## src/design/e2r_pkg.sv

```systemverilog
// Shared constants and types for the Euler-angle to rotation-matrix pipeline.
package e2r_pkg;

  localparam int ZW           = 34;
  localparam int XW           = 34;
  localparam int TW           = 22;
  localparam int PW           = 2 * TW;
  localparam int SW           = 64;
  localparam int CORDIC_STEPS = 16;
  localparam int Z_FRAC       = 29;
  localparam int TRIG_FRAC    = 20;
  localparam int TRIG_SHIFT   = 30 - TRIG_FRAC;

  localparam logic signed [ZW-1:0] PI_Z       = 34'sd1686629713;
  localparam logic signed [ZW-1:0] HALF_PI_Z  = 34'sd843314857;
  localparam logic signed [XW-1:0] CORDIC_K   = 34'sd652032874;
  localparam logic signed [XW-1:0] TRIG_ROUND = 34'sd512;

  typedef logic signed [ZW-1:0] zval_t;
  typedef logic signed [XW-1:0] xval_t;
  typedef logic signed [TW-1:0] trig_t;
  typedef logic signed [PW-1:0] prod_t;
  typedef logic signed [SW-1:0] sum_t;

  localparam zval_t ATAN_TAB [CORDIC_STEPS] = '{
    34'sd421657428, 34'sd248918915, 34'sd131521918, 34'sd66762579,
    34'sd33510843,  34'sd16771758,  34'sd8387925,   34'sd4194219,
    34'sd2097141,   34'sd1048575,   34'sd524288,    34'sd262144,
    34'sd131072,    34'sd65536,     34'sd32768,     34'sd16384
  };

endpackage

```

## src/design/e2r_sincos.sv

```systemverilog
// Pipelined CORDIC sine/cosine unit, one stage per iteration.
module e2r_sincos import e2r_pkg::*; #(
  parameter int ANGLE_WIDTH = 16
) (
  input  logic                          clk,
  input  logic                          en,
  input  logic signed [ANGLE_WIDTH-1:0] angle,
  output trig_t                         cos_val,
  output trig_t                         sin_val
);

  localparam int ZSHIFT = Z_FRAC - (ANGLE_WIDTH - 3);

  zval_t xs [CORDIC_STEPS+1];
  zval_t ys [CORDIC_STEPS+1];
  zval_t zs [CORDIC_STEPS+1];
  logic  neg [CORDIC_STEPS+1];

  zval_t z_in;
  zval_t z_fold;
  logic  neg_in;

  always_comb begin
    z_in   = ZW'(angle) <<< ZSHIFT;
    z_fold = z_in;
    neg_in = 1'b0;
    if (z_in > HALF_PI_Z) begin
      z_fold = z_in - PI_Z;
      neg_in = 1'b1;
    end else if (z_in < -HALF_PI_Z) begin
      z_fold = z_in + PI_Z;
      neg_in = 1'b1;
    end
  end

  always_ff @(posedge clk) begin
    if (en) begin
      xs[0]  <= CORDIC_K;
      ys[0]  <= '0;
      zs[0]  <= z_fold;
      neg[0] <= neg_in;
    end
  end

  for (genvar i = 0; i < CORDIC_STEPS; i++) begin : g_step
    always_ff @(posedge clk) begin
      if (en) begin
        if (zs[i] >= 0) begin
          xs[i+1] <= xs[i] - (ys[i] >>> i);
          ys[i+1] <= ys[i] + (xs[i] >>> i);
          zs[i+1] <= zs[i] - ATAN_TAB[i];
        end else begin
          xs[i+1] <= xs[i] + (ys[i] >>> i);
          ys[i+1] <= ys[i] - (xs[i] >>> i);
          zs[i+1] <= zs[i] + ATAN_TAB[i];
        end
        neg[i+1] <= neg[i];
      end
    end
  end

  xval_t xr;
  xval_t yr;

  always_comb begin
    xr = (xs[CORDIC_STEPS] + TRIG_ROUND) >>> TRIG_SHIFT;
    yr = (ys[CORDIC_STEPS] + TRIG_ROUND) >>> TRIG_SHIFT;
  end

  always_ff @(posedge clk) begin
    if (en) begin
      cos_val <= neg[CORDIC_STEPS] ? -TW'(xr) : TW'(xr);
      sin_val <= neg[CORDIC_STEPS] ? -TW'(yr) : TW'(yr);
    end
  end

endmodule

```

## config.mk

```make
export PLATFORM = sky130hd
export DESIGN_NAME = e2r_sincos
export DESIGN_NICKNAME = d
export VERILOG_FILES = /design/src/design/e2r_pkg.sv /design/src/design/e2r_sincos.sv
export SDC_FILE = /design/constraint.sdc
export NUM_CORES = 2
export LEC_CHECK = 0
export ABC_CLOCK_PERIOD_IN_PS = 17100
export CORE_MARGIN = 2
export CORE_UTILIZATION = 60
export CTS_CLUSTER_DIAMETER = 100
export CTS_CLUSTER_SIZE = 25
export DETAILED_ROUTE_END_ITERATION = 8
export DONT_BUFFER_PORTS = 1
export PLACE_DENSITY = 0.84
export SLEW_MARGIN = 10
export SYNTH_ARGS = -nofsm -noshare
export SYNTH_HDL_FRONTEND = slang
export SYNTH_SLANG_ARGS = --single-unit
```

## constraint.sdc

```tcl
create_clock -name clk -period 17.1 [get_ports clk]
set_input_delay 2.565 -clock clk [delete_from_list [all_inputs] [get_ports clk]]
set_output_delay 2.565 -clock clk [all_outputs]
set_load 0.005 [all_outputs]
```

=== Word-level counts from Yosys, hierarchy flattened ===
Memory sizes are Yosys's and may differ from the RTL's.
Index checks and enable logic that the tools add are counted.

* Magnitude comparators: 18
* Equality and inequality tests: 0
* Multiplexer cells: 152
* $add $sub $neg: 101
* Shift operators: 0
* Divide/modulo/power cells: 0
* Reduce and logical (&&, ||, !) cells: 0
* $mul: 0
* Bitwise operators: 48

{| class="wikitable"
|+ Operators by type and width
! kind !! number
|-
| 2-to-1 mux 34 bit || 50
|-
| greater-or-equal comparator 34 x 1 -> 1 bit, second input constant || 16
|-
| 2-to-1 mux 1 bit || 100
|-
| adder 34 x 19 -> 34 bit || 2
|-
| adder 34 x 20 -> 34 bit || 2
|-
| adder 34 x 21 -> 34 bit || 2
|-
| adder 34 x 21 -> 34 bit, second input constant || 2
|-
| adder 34 x 22 -> 34 bit || 2
|-
| adder 34 x 23 -> 34 bit || 2
|-
| adder 34 x 24 -> 34 bit || 2
|-
| adder 34 x 25 -> 34 bit || 2
|-
| adder 34 x 26 -> 34 bit || 2
|-
| adder 34 x 27 -> 34 bit || 2
|-
| adder 34 x 28 -> 34 bit || 2
|-
| adder 34 x 29 -> 34 bit || 2
|-
| adder 34 x 30 -> 34 bit || 2
|-
| adder 34 x 31 -> 34 bit || 2
|-
| adder 34 x 32 -> 34 bit || 2
|-
| adder 34 x 33 -> 34 bit || 2
|-
| subtractor 34 x 19 -> 34 bit || 2
|-
| subtractor 34 x 20 -> 34 bit || 2
|-
| subtractor 34 x 21 -> 34 bit || 2
|-
| subtractor 34 x 21 -> 34 bit, second input constant || 2
|-
| subtractor 34 x 22 -> 34 bit || 2
|-
| 49 further kinds || 111
|}

* Memory bits (writable): 1751
* Latch bits: 0
* Memories: 4
* Output and inout port bits: 44
* Input bits: 18
* Memory bits (read-only): 0
* Flip-flop bits (word level): 44
* Logic and storage cells: 325

{| class="wikitable"
|+ Memory list
! memory !! words !! bits a word !! read ports !! clocked after Yosys merged registers in !! wr ports !! RTL line !! text
|-
| xs || 17 || 34 || 17 || 0 || 17 || e2r_sincos.sv:14 || <nowiki>zval_t xs [CORDIC_STEPS+1];</nowiki>
|-
| ys || 17 || 34 || 17 || 0 || 17 || e2r_sincos.sv:15 || <nowiki>zval_t ys [CORDIC_STEPS+1];</nowiki>
|-
| zs || 17 || 34 || 16 || 0 || 17 || e2r_sincos.sv:16 || <nowiki>zval_t zs [CORDIC_STEPS+1];</nowiki>
|-
| neg || 17 || 1 || 17 || 0 || 17 || e2r_sincos.sv:17 || <nowiki>logic neg [CORDIC_STEPS+1];</nowiki>
|}

=== Longest topological paths before layout ===
An unclocked memory read counts as a cell.

* Word-level depth: 6
* Depth in mapped cells: 22
* Gate-level depth less buffers: 22

=== Worst setup path before layout ===
OpenSTA, ideal clock, no wires.

* Kind: input to register
* From: input port en
* To: memory ys[4][33] in the netlist's numbering (data pin)
* Cell stages on the path: 22
* Setup time: 0.263 ns
* Data required time: 16.837 ns
* Path buffers: 7
* Arrival time: 7.516 ns
* Setup slack: 9.321 ns
* Cells stage by stage: nand2_1 clkbuf_1 clkbuf_1 clkbuf_1 clkbuf_1 clkbuf_1 buf_2 buf_1 nand2_1 xor2_1 ha_1 a21o_1 a211o_1 o211ai_1 o2bb2ai_1 o211ai_1 a21o_1 a311oi_1 a21oi_1 a211o_1 a41oi_1 xor2_1

{| class="wikitable"
|+ RTL lines
! item !! RTL line !! text
|-
| start: declaration || e2r_sincos.sv:6 || <nowiki>input logic en,</nowiki>
|-
| end: declaration || e2r_sincos.sv:15 ||
|}

==> flow_summary.yaml <==
detailed_routing:
  drcViolationCount: 0
  vias_per_cell: 6.26
  final_antenna_net_count: 0
  wire_per_inst_um: 18.5
  dr_total_vias: 98300
  wl_um: 291000
  dr.first_iter.drc_count: 8677
  drt-pass1-iter-count: 9
logic_synthesis:
  synth_top_area_cell: "edfxtp_1"
  synth.avg_cell_area_um2: 9.33
  synth-seq-area-share_pct: 35.4
  synth_warnings: 0
  synth.distinct_cells: 109
  synth_top_cell_area_share_pct: 35.4
  synth.area.top_cells: "edfxtp_1 35%, ha_1 12%, xnor2_1 9.6%, a21oi_1 5.1%, xor2_1 4.1%"
  async_flop_share_pct: 0
  synth_area_um2: 123000
  synthCells: 13200
  synth_edf_count: 1454
  syn_nets: 14500
  yosys_most_used_dff: "edfxtp_1"
  synth_seq_cells: 1454
timing:
  fin_worst_skew_ns: 0.0338
  drv_slew: 0
  rsz0062_at_grt: "false"
  tns_ns: 0
  finalSetupViolCount: 0
  maxSlewHeadroom_pct: 13.5
  post-route-period-util_pct: 59.5
  whs_ns: 0.416
  period_needed_ns: 10.17
  fmax_mhz: 98.3
  finalHoldViolations: 0
  tightest_slew_ns: 1.30
status:
  status: "completed"
job:
  maxCapViolations: 0
layout:
  syn_to_final_growth_pct: 3.90
  final_cell_mix: "1454 x edfxtp_1, 1359 x xnor2_1, 1253 x a21oi_1"
  fin_nets: 14200
  final_util_pct: 62.7
  fillers: 16500
  final_cell_area_um2: 128000
  drive_above_1_share_pct: 2.73
  final_common_cell: "edfxtp_1"
placed_design:
  gp_congestion: 0.964
  placed_area_um2: 126000
  post-dp-hpwl_um: 224000
  portBuffers: 0
grt:
  grt_overflow: 0
  grt_max_degree: 273
  antenna_found_initial: 3
  grt_pass1_vias: 91100
  track_usage_pct: 26.9
  grt_pass1_wl_um: 469000
die:
  dieHeight_um: 458
  row_count: 166
  ios: 62
  die_w_um: 458
  initial_core_util_pct: 60.3
  die_area_um2: 209000
  coreArea_um2: 205000
cts:
  cts-root-buf: "clkbuf_16"
  clkSinkCount: 1454
  post_cts_resized: 0
  cts_buffers: 74
  postCtsSetupRepairBufs: 0
  cts.path.max_buffers: 3
  path_clk_slew_ns: 0.10
  clock_insertion_delay_worst_skew_ns: 0.75
  cts_hold_buf: 0
  cts_htree_levels: 3
  cts_tree: "done"
critical_path:
  worstSetupEndpointType: "flip-flop"
  reg2regPathDepth: 20
  path_class: "input port to flip-flop"
  rr_endpoint: "ys[11][33]"
  worstPathArrival_ns: 10.68
  reg2reg_from: "xs[10][14]"
  start_kind: "input port"
  worstPathMaxFanout: 218
  r2r_slack_ns: 11.16
  critPathRequiredTime_ns: 17.61
worst_hold_path:
  hold_path.startpoint: "zs[11][16]"
  holdCritPathClass: "flip-flop to flip-flop"
  holdPathStages: 0
  min_to: "zs[12][16]"
## state kept, by name (all words and copies together) (netlist names)
signal	count
ys	500
cos_val	22
xs	473
neg	16
sin_val	22
zs	421
## per-stage QoR
stage | setup WS (ns) | instances
final | 6.93 | 15700
after global routing | 6.20 | 15700
after CTS | 6.79 | 15700
after detailed placement | 6.05 | 15600
after global placement | 6.21 | 15600
after floorplan | 9.32 | 13200
## cell usage after synthesis, drive strengths merged, types with 29 or more instances
| master | n |
|---|---|
| edfxtp | 1454 |
| xnor2 | 1359 |
| a21oi | 1254 |
| ha | 1201 |
| nor2 | 1114 |
| nand2 | 824 |
| o21ai | 757 |
| inv | 615 |
| xor2 | 577 |
| a21o | 508 |
| nor3 | 355 |
| clkbuf | 276 |
| nand3 | 256 |
| o21a | 198 |
| nor2b | 166 |
| a31oi | 157 |
| nand2b | 156 |
| o21bai | 140 |
| and3 | 134 |
| o31ai | 133 |
| or3 | 106 |
| a211oi | 97 |
| nand4 | 95 |
| nor4 | 95 |
| buf | 83 |
| and2 | 77 |
| or2 | 74 |
| o41ai | 70 |
| o211ai | 64 |
| mux2i | 62 |
| a21boi | 56 |
| or4 | 43 |
| mux2 | 42 |
| o22ai | 39 |
| fa | 35 |
| a31o | 32 |
| nor3b | 32 |
| a211o | 31 |
| o31a | 31 |
| a2111oi | 30 |
| and4 | 30 |
| nand3b | 29 |
## kinds of logic after synthesis
family                     after synthesis  synth area share, %
muxes                                  104                0.886
adders and majority gates             1249                 12.9
DFF                                   1454                 35.4
and+or+nand+nor                       3632                 14.2
xor gates and xnor gates              1936                 13.7
AOI/OAI and AO/OA                     3872                 20.0
buffers and inverters                  975                 2.99
## per-layer routing
layer	wire length, µm	global-route usage (%)	vias to the layer above
met2	140000	46.4	3130
met1	124000	35.1	46400
li1	-	-	48200
met4	10800	9.18	2
met5	13	0	-
met3	16700	2.84	577
## worst max path at each step
stage	start	end	cells after the start
finish	en	ys[12][33]	24
global route	en	ys[12][33]	24
CTS	en	ys[11][33]	22
detailed placement	en	ys[11][33]	22
global placement	en	xs[11][31]	21
floorplan	en	ys[4][33]	22
## critical path, stage by stage
cell and delay [ns]:
buf_16 0.52, buf_16 0.47, buf_16 0.46, buf_16 0.64, buf_16 0.57, buf_16 0.49
and2_1 0.24, buf_4 0.28, inv_1 0.11, buf_4 0.32, o21ai_0 0.38, inv_1 0.09
ha_1 0.28, nor2b_1 0.13, o21ai_0 0.23, a21boi_0 0.20, o31ai_1 0.49, a211oi_1 0.18
o31ai_1 0.42, a21o_1 0.19, nand3_1 0.09, a31o_2 0.24, a21oi_1 0.17, xnor2_1 0.09
## cell type report
class                   count  area (µm²)  area share [%]
repair buffers             47         533           0.416
inverters                 616        2310            1.80
clock buffers              81        1940            1.51
diodes                      1        2.50         0.00195
multi-input cells       10800       76100            59.3
well taps                2688        3360            2.62
flip-flops and latches   1454       43700            34.1
clock inverters            27         319           0.249
Power is left out: the tool's default activity adds up to more than one toggle a clock period on the data nets, which glitch-free logic cannot reach.
